===== src/sv/byte_ring_buffer_dma_head_top_macros.svh =====
// ---------------------------------------------------------------------------
// Assertion macros for the byte ring buffer
// Implication and next-cycle implication checks, compiled out for synthesis.
// ---------------------------------------------------------------------------
`ifndef BYTE_RING_BUFFER_DMA_HEAD_TOP_MACROS_SVH
`define BYTE_RING_BUFFER_DMA_HEAD_TOP_MACROS_SVH

`ifndef SYNTHESIS

`define BRB_ASSERT_IMPL(label, clk, rst_n, ante, cons) \
  label: assert property (@(posedge clk) disable iff (!rst_n) (ante) |-> (cons)) \
    else $error("byte ring buffer: same-cycle check failed");

`define BRB_ASSERT_NEXT(label, clk, rst_n, ante, cons) \
  label: assert property (@(posedge clk) disable iff (!rst_n) (ante) |=> (cons)) \
    else $error("byte ring buffer: next-cycle check failed");

`else

`define BRB_ASSERT_IMPL(label, clk, rst_n, ante, cons)

`define BRB_ASSERT_NEXT(label, clk, rst_n, ante, cons)

`endif

`endif


===== src/sv/brb_pkg.sv =====
// ---------------------------------------------------------------------------
// brb_pkg
// Shared constants, command codes, types and helpers of the byte ring buffer.
// ---------------------------------------------------------------------------
`default_nettype none

package brb_pkg;

  localparam int DEPTH  = 4096;
  localparam int PTR_W  = 12;
  localparam int CNT_W  = 13;
  localparam int DATA_W = 8;
  localparam int KIND_W = 3;

  localparam logic [KIND_W-1:0] KIND_PUSH     = 3'd0;
  localparam logic [KIND_W-1:0] KIND_POP      = 3'd1;
  localparam logic [KIND_W-1:0] KIND_PEEK     = 3'd2;
  localparam logic [KIND_W-1:0] KIND_DROP     = 3'd3;
  localparam logic [KIND_W-1:0] KIND_CLEAR    = 3'd4;
  localparam logic [KIND_W-1:0] KIND_STORE    = 3'd5;
  localparam logic [KIND_W-1:0] KIND_SET_HEAD = 3'd6;

  typedef enum logic [2:0] {
    ST_IDLE  = 3'b001,
    ST_READ  = 3'b010,
    ST_CLEAR = 3'b100
  } brb_state_t;

  typedef struct packed {
    logic              we;
    logic [PTR_W-1:0]  waddr;
    logic [DATA_W-1:0] wdata;
    logic              re;
    logic [PTR_W-1:0]  raddr;
  } brb_mem_req_t;

  typedef struct packed {
    logic              valid;
    logic              ok;
    logic [DATA_W-1:0] data;
    logic [CNT_W-1:0]  fill;
  } brb_res_t;

  // Move a position forward by n with wrap at size; pos < size and n <= size.
  function automatic logic [PTR_W-1:0] advance(input logic [PTR_W-1:0] pos,
                                               input logic [CNT_W-1:0] n,
                                               input logic [CNT_W-1:0] size);
    logic [CNT_W-1:0] sum;
    sum = {1'b0, pos} + n;
    if (sum >= size) begin
      sum = sum - size;
    end
    return sum[PTR_W-1:0];
  endfunction

endpackage

`default_nettype wire


===== src/sv/brb_ctrl.sv =====
// ---------------------------------------------------------------------------
// brb_ctrl
// Command decode, ring pointers, fill level and the clear sweep.
// ---------------------------------------------------------------------------
`default_nettype none

module brb_ctrl (
  input  wire logic                         clk,
  input  wire logic                         rst_n,
  input  wire logic                         in_valid,
  output logic                              in_stall,
  input  wire logic [brb_pkg::KIND_W-1:0]   in_kind,
  input  wire logic [brb_pkg::DATA_W-1:0]   in_data_in,
  input  wire logic [brb_pkg::PTR_W-1:0]    in_offset,
  input  wire logic [brb_pkg::CNT_W-1:0]    in_count,
  input  wire logic [brb_pkg::PTR_W-1:0]    in_new_head,
  input  wire logic                         cfg_valid,
  output logic                              cfg_ready,
  input  wire logic [brb_pkg::CNT_W-1:0]    cfg_data,
  input  wire logic                         slot_free,
  input  wire logic [brb_pkg::DATA_W-1:0]   rd_data,
  output brb_pkg::brb_mem_req_t             mem_req,
  output brb_pkg::brb_res_t                 res
);

  import brb_pkg::*;

  brb_state_t       state_r, state_nxt;
  logic [PTR_W-1:0] wp_r, wp_nxt;
  logic [PTR_W-1:0] rp_r, rp_nxt;
  logic [CNT_W-1:0] fill_r, fill_nxt;
  logic [CNT_W-1:0] size_r, size_nxt;
  logic [PTR_W-1:0] clr_idx_r, clr_idx_nxt;
  logic             accept;
  logic [CNT_W-1:0] added;
  logic [CNT_W:0]   grown;

  assign cfg_ready = (state_r == ST_IDLE);
  assign in_stall  = (state_r != ST_IDLE) || !slot_free || cfg_valid;
  assign accept    = in_valid && !in_stall;

  // Bytes the DMA writer has added, counted with wrap.
  always_comb begin
    if (in_new_head >= wp_r) begin
      added = {1'b0, in_new_head} - {1'b0, wp_r};
    end else begin
      added = {1'b0, in_new_head} + size_r - {1'b0, wp_r};
    end
    grown = {1'b0, added} + {1'b0, fill_r};
  end

  always_comb begin
    state_nxt   = state_r;
    wp_nxt      = wp_r;
    rp_nxt      = rp_r;
    fill_nxt    = fill_r;
    size_nxt    = size_r;
    clr_idx_nxt = clr_idx_r;
    mem_req     = '0;
    res         = '0;

    if (cfg_valid && cfg_ready) begin
      if (cfg_data == '0) begin
        size_nxt = CNT_W'(1);
      end else if (cfg_data > CNT_W'(DEPTH)) begin
        size_nxt = CNT_W'(DEPTH);
      end else begin
        size_nxt = cfg_data;
      end
      wp_nxt   = '0;
      rp_nxt   = '0;
      fill_nxt = '0;
    end

    unique case (state_r)
      ST_IDLE: begin
        if (accept) begin
          res.valid = 1'b1;
          case (in_kind)
            KIND_PUSH: begin
              if (fill_r < size_r) begin
                mem_req.we    = 1'b1;
                mem_req.waddr = wp_r;
                mem_req.wdata = in_data_in;
                wp_nxt        = advance(wp_r, CNT_W'(1), size_r);
                fill_nxt      = fill_r + CNT_W'(1);
                res.ok        = 1'b1;
              end
            end
            KIND_POP: begin
              if (fill_r != '0) begin
                mem_req.re    = 1'b1;
                mem_req.raddr = rp_r;
                rp_nxt        = advance(rp_r, CNT_W'(1), size_r);
                fill_nxt      = fill_r - CNT_W'(1);
                res.valid     = 1'b0;
                state_nxt     = ST_READ;
              end
            end
            KIND_PEEK: begin
              if ({1'b0, in_offset} < fill_r) begin
                mem_req.re    = 1'b1;
                mem_req.raddr = advance(rp_r, {1'b0, in_offset}, size_r);
                res.valid     = 1'b0;
                state_nxt     = ST_READ;
              end
            end
            KIND_DROP: begin
              if (in_count <= fill_r) begin
                rp_nxt   = advance(rp_r, in_count, size_r);
                fill_nxt = fill_r - in_count;
                res.ok   = 1'b1;
              end
            end
            KIND_CLEAR: begin
              wp_nxt      = '0;
              rp_nxt      = '0;
              fill_nxt    = '0;
              clr_idx_nxt = '0;
              res.ok      = 1'b1;
              state_nxt   = ST_CLEAR;
            end
            KIND_STORE: begin
              if ({1'b0, in_offset} < size_r) begin
                mem_req.we    = 1'b1;
                mem_req.waddr = in_offset;
                mem_req.wdata = in_data_in;
                res.ok        = 1'b1;
              end
            end
            KIND_SET_HEAD: begin
              if ({1'b0, in_new_head} < size_r) begin
                // Overrun: the ring is full and the oldest byte sits at the head.
                if (grown > {1'b0, size_r}) begin
                  rp_nxt   = in_new_head;
                  fill_nxt = size_r;
                end else begin
                  fill_nxt = grown[CNT_W-1:0];
                end
                wp_nxt = in_new_head;
                res.ok = 1'b1;
              end
            end
            default: begin
              res.ok = 1'b0;
            end
          endcase
          res.fill = fill_nxt;
        end
      end
      ST_READ: begin
        // The fill level was already updated when the command was taken.
        res.valid = 1'b1;
        res.ok    = 1'b1;
        res.data  = rd_data;
        res.fill  = fill_r;
        state_nxt = ST_IDLE;
      end
      ST_CLEAR: begin
        mem_req.we    = 1'b1;
        mem_req.waddr = clr_idx_r;
        mem_req.wdata = '0;
        clr_idx_nxt   = clr_idx_r + PTR_W'(1);
        if ({1'b0, clr_idx_r} == size_r - CNT_W'(1)) begin
          state_nxt = ST_IDLE;
        end
      end
      default: begin
        state_nxt = ST_IDLE;
      end
    endcase
  end

  always_ff @(posedge clk) begin
    if (!rst_n) begin
      state_r <= ST_IDLE;
      wp_r    <= '0;
      rp_r    <= '0;
      fill_r  <= '0;
      size_r  <= CNT_W'(DEPTH);
    end else begin
      state_r <= state_nxt;
      wp_r    <= wp_nxt;
      rp_r    <= rp_nxt;
      fill_r  <= fill_nxt;
      size_r  <= size_nxt;
    end
  end

  always_ff @(posedge clk) begin
    clr_idx_r <= clr_idx_nxt;
  end

endmodule

`default_nettype wire


===== config.mk =====
export PLATFORM = sky130hd
export DESIGN_NAME = brb_ctrl
export DESIGN_NICKNAME = d
export VERILOG_FILES = /design/src/sv/byte_ring_buffer_dma_head_top_macros.svh /design/src/sv/brb_pkg.sv /design/src/sv/brb_ctrl.sv
export SDC_FILE = /design/constraint.sdc
export NUM_CORES = 1
export LEC_CHECK = 0
export ABC_AREA = 1
export ABC_CLOCK_PERIOD_IN_PS = 9100
export BUFFER_PORTS_ARGS = -buffer_cell sky130_fd_sc_hd__buf_2
export CAP_MARGIN = 0
export CORE_MARGIN = 3
export CORE_UTILIZATION = 54
export DETAILED_ROUTE_END_ITERATION = 6
export PLACE_DENSITY = 0.76
export SLEW_MARGIN = 5
export SYNTH_ARGS = -nofsm -noshare
export SYNTH_HDL_FRONTEND = slang
export SYNTH_SLANG_ARGS = --single-unit

===== constraint.sdc =====
create_clock -name clk -period 9.1 [get_ports clk]
set_input_delay 1.82 -clock clk [delete_from_list [all_inputs] [get_ports clk]]
set_output_delay 1.82 -clock clk [all_outputs]
set_load 0.005 [all_outputs]

==> out/results.tsv <==
stage	metric	value	unit
worst_setup_path	crit_top_cell	nand2_1	
routing	via_count	16400	
global_route	grtUsageMet2	59.0	%
yosys	yosysTopAreaCell	ha_1	
sta	max_freq	115	MHz
cts	root_buffer	clkbuf_16	
cts	path_clk_slew	60	ps
placed_design	pre_cts_slack	345	ps
floorplanning	core_area	0.0254	mm2
global_route	antenna_found_initial	0	
cts	clk_path_buf_depth	2	
worst_setup_path	endpoint_kind	primary output	
yosys	avgSynthCellArea	6.12	um2
yosys	synth-main-ff-cell	dfxtp_1	
worst_setup_path	critPathMaxStageDelay	540	ps
layout	regArea	0.00142	mm2
worst_setup_path	start_kind	primary input	
worst_setup_path	cp_data_required_time	7280	ps
yosys	yosys.cell_count.top_type	nand2_1	
yosys	synthCells	2297	
yosys	synthArstFlopShare	0	%
worst_setup_path	critPathArrivalTime	6870	ps
worst_setup_path	r2r_start	wp_r[2]	
yosys	syn_area	0.0141	mm2
floorplanning	rows	58	
sta	slew-limit-headroom	27.2	%
global_route	grtUsageMet1	46.9	%
routing	drt-initial-drc-count	1925	
floorplanning	initial_core_util	55.3	%
routing	routed_wl	54200	um
floorplanning	die_h	167	um
layout	multi_input_area	0.0110	mm2
hold_path	hp-start	state_r[0]	
global_route	grt_first_pass_wirelength	81800	um
routing	antenna_left	0	
sta	fin_hold_ws	492	ps
yosys	synth_top_area_share	17.0	%
routing	avgViaCountPerCell	5.98	
yosys	synth.distinct_cells	61	
layout	area_delta_synth_final	9.53	%
worst_setup_path	worstReg2RegEnd	rp_r[5]	
floorplanning	die_area	0.0280	mm2
flow_run	drv_cap	0	
layout	drive_above_1_share	9.97	%
floorplanning	num_io_pins	133	
placed_design	portBuffers	132	
sta	finalWorstSetupSlack	411	ps
global_route	grt_pass1_vias	15300	
cts	clkLatencyLatePin	350	ps
layout	num-fill-cells	2537	
power_and_ir_drop	peakVddDrop	0.114	mV
power_and_ir_drop	pwr_density_cell	91.1	mW/mm2
yosys	seq_area_frac_synth	10.1	%
floorplanning	dieWidth	167	um
hold_path	hold_path_end	state_r[0]	
worst_setup_path	cp_slowest_cell	fa_1	
placed_design	globalplace.congestion	1.01	
global_route	grt_max_degree	42	
yosys	ys_top_cells_by_count	nand2_1, inv_1, a21oi_1	
routing	drc	0	
worst_setup_path	regToRegSetupSlack	3320	ps
sta	setup_viol	0	
sta	hold_violations	0	
cts	htree_levels	3	
global_route	grt_use_met3	6.16	%
worst_setup_path	crit_type	primary input to primary output	
sta	period_needed	8690	ps
sta	worstMarginPinSlew	1090	ps
cts	clock-sinks	65	
cts	cts_buffers	9	
global_route	grt_most_used_layer	met2	
hold_path	whs_path_depth	2	
sta	fin_tns_setup	0	ps
power_and_ir_drop	finalPower	1.40	mW
yosys	syn_nets	2583	
status	outcome	finished clean	
yosys	synth-edff-count	12	
yosys	synth.area.top_cells	ha_1, nand2_1, inv_1	
sta	slew_viol_final	0	
routing	wl_per_cell	19.7	um
sta	finalCritPeriodShare	95.5	%
cts	cts_tree	built	
yosys	ys_seq_elements	65	
sta	fin_skew	8.28	ps
power_and_ir_drop	p_leak	8.11	nW
layout	nets	2698	
worst_setup_path	reg2regPathDepth	37	
routing	drt-pass1-iter-count	6	
layout	num_antenna_cells	0	
placed_design	hpwl	42200	um
yosys	synth_warnings	0	
hold_path	min-delay-path-class	flop to flop	
global_route	overflow	0	
global_route	grtUsageTotal	36.5	%
worst_setup_path	crit_fanout	13	
==> per-stage QoR <==
stage | instances | instance area (um2) | util [%]
after floorplan | 2297 | 14100 | -
after global placement | 2728 | 15000 | 59.1
after detailed placement | 2728 | 15000 | 59.1
after CTS | 2744 | 15400 | 60.5
after global routing | 2747 | 15400 | 60.6
final | 2747 | 15400 | 60.6
==> registers in the layout (all words and copies together) (netlist names) <==
| name | flops |
|---|---|
| fill_r | 13 |
| rp_r | 12 |
| size_r | 13 |
| clr_idx_r | 12 |
| state_r | 3 |
| wp_r | 12 |
==> cells in the final DEF (no fill, tap or decap), drive strengths merged, types with 2 or more instances in the layout <==
cell,Yosys,routed
o31ai,4,4
clkinv,4,5
dfxtp,53,53
xnor2,36,36
xor2,91,91
o211ai,16,16
nor4,7,7
nand4,54,54
a21oi,229,229
o21a,6,6
edfxtp,12,12
nand3b,7,7
o22ai,14,14
inv,358,359
nor3,40,40
mux2i,6,6
a31oi,15,15
nand3,176,177
ha,191,191
fa,21,21
a21o,8,8
buf,28,152
bufinv,0,3
o21ai,138,138
or2,9,9
nor2,196,196
a21boi,2,2
a211oi,3,3
nand2,529,529
o221ai,2,2
clkbuf,21,10
o21bai,9,9
a22oi,3,3
==> logic make-up after synthesis <==
| logic type | count (synthesis) | synth area share [%] |
|---|---|---|
| flops | 65 | 10.1 |
| mux | 6 | 0.427 |
| fa+ha+maj | 212 | 20.0 |
| simple gates | 1021 | 32.1 |
| buf+inv | 411 | 11.4 |
| compound gates | 455 | 18.0 |
| xor+xnor | 127 | 7.91 |
==> worst max path at each step <==
stage	slack, ps	endpoint	cells after the start	from
2_1_floorplan	1300	res[9]	31	in_new_head[1]
3_3_place_gp	480	res[1]	31	in_new_head[1]
3_5_place_dp	350	res[1]	31	in_new_head[1]
4_1_cts	340	res[3]	31	in_new_head[1]
5_1_grt	-50	res[1]	31	in_new_head[1]
6_report	410	res[1]	31	in_new_head[1]
==> final cells by class <==
class,instances,share of cell area (%)
clock inverter,6,0.748
timing repair buffer,152,5.29
multi-input combinational,1822,71.7
inverter,362,8.83
sequential,65,9.23
clock buffer,10,1.49
tap,330,2.68
==> critical path, delay by kind of cell <==
kind                       cells  cell delay (ps)
muxes                          1              110
buffers and inverters          4              570
and+or+nand+nor               16             1590
xor gates and xnor gates       1              170
adders and majority gates      4             1660
AOI/OAI and AO/OA              5              920
==> power breakdown <==
group          switching [mW]  total [mW]  internal [mW]
clock network           0.151       0.420          0.269
registers             0.00810       0.304          0.296
logic                   0.443       0.678          0.234
==> timing repair <==
item | CTS | global route
gates resized for setup | 0 | 5
setup endpoints to repair | 0 | 13
hold buffers | 0 | 0
setup buffers | 0 | 2
==> per-layer routing <==
metal | share of wire [%] | wire (um)
met5 | 0 | 0
met2 | 44 | 23900
met4 | 6.3 | 3390
met3 | 10 | 5600
met1 | 39 | 21300
Power figures use the tool's default switching activity.
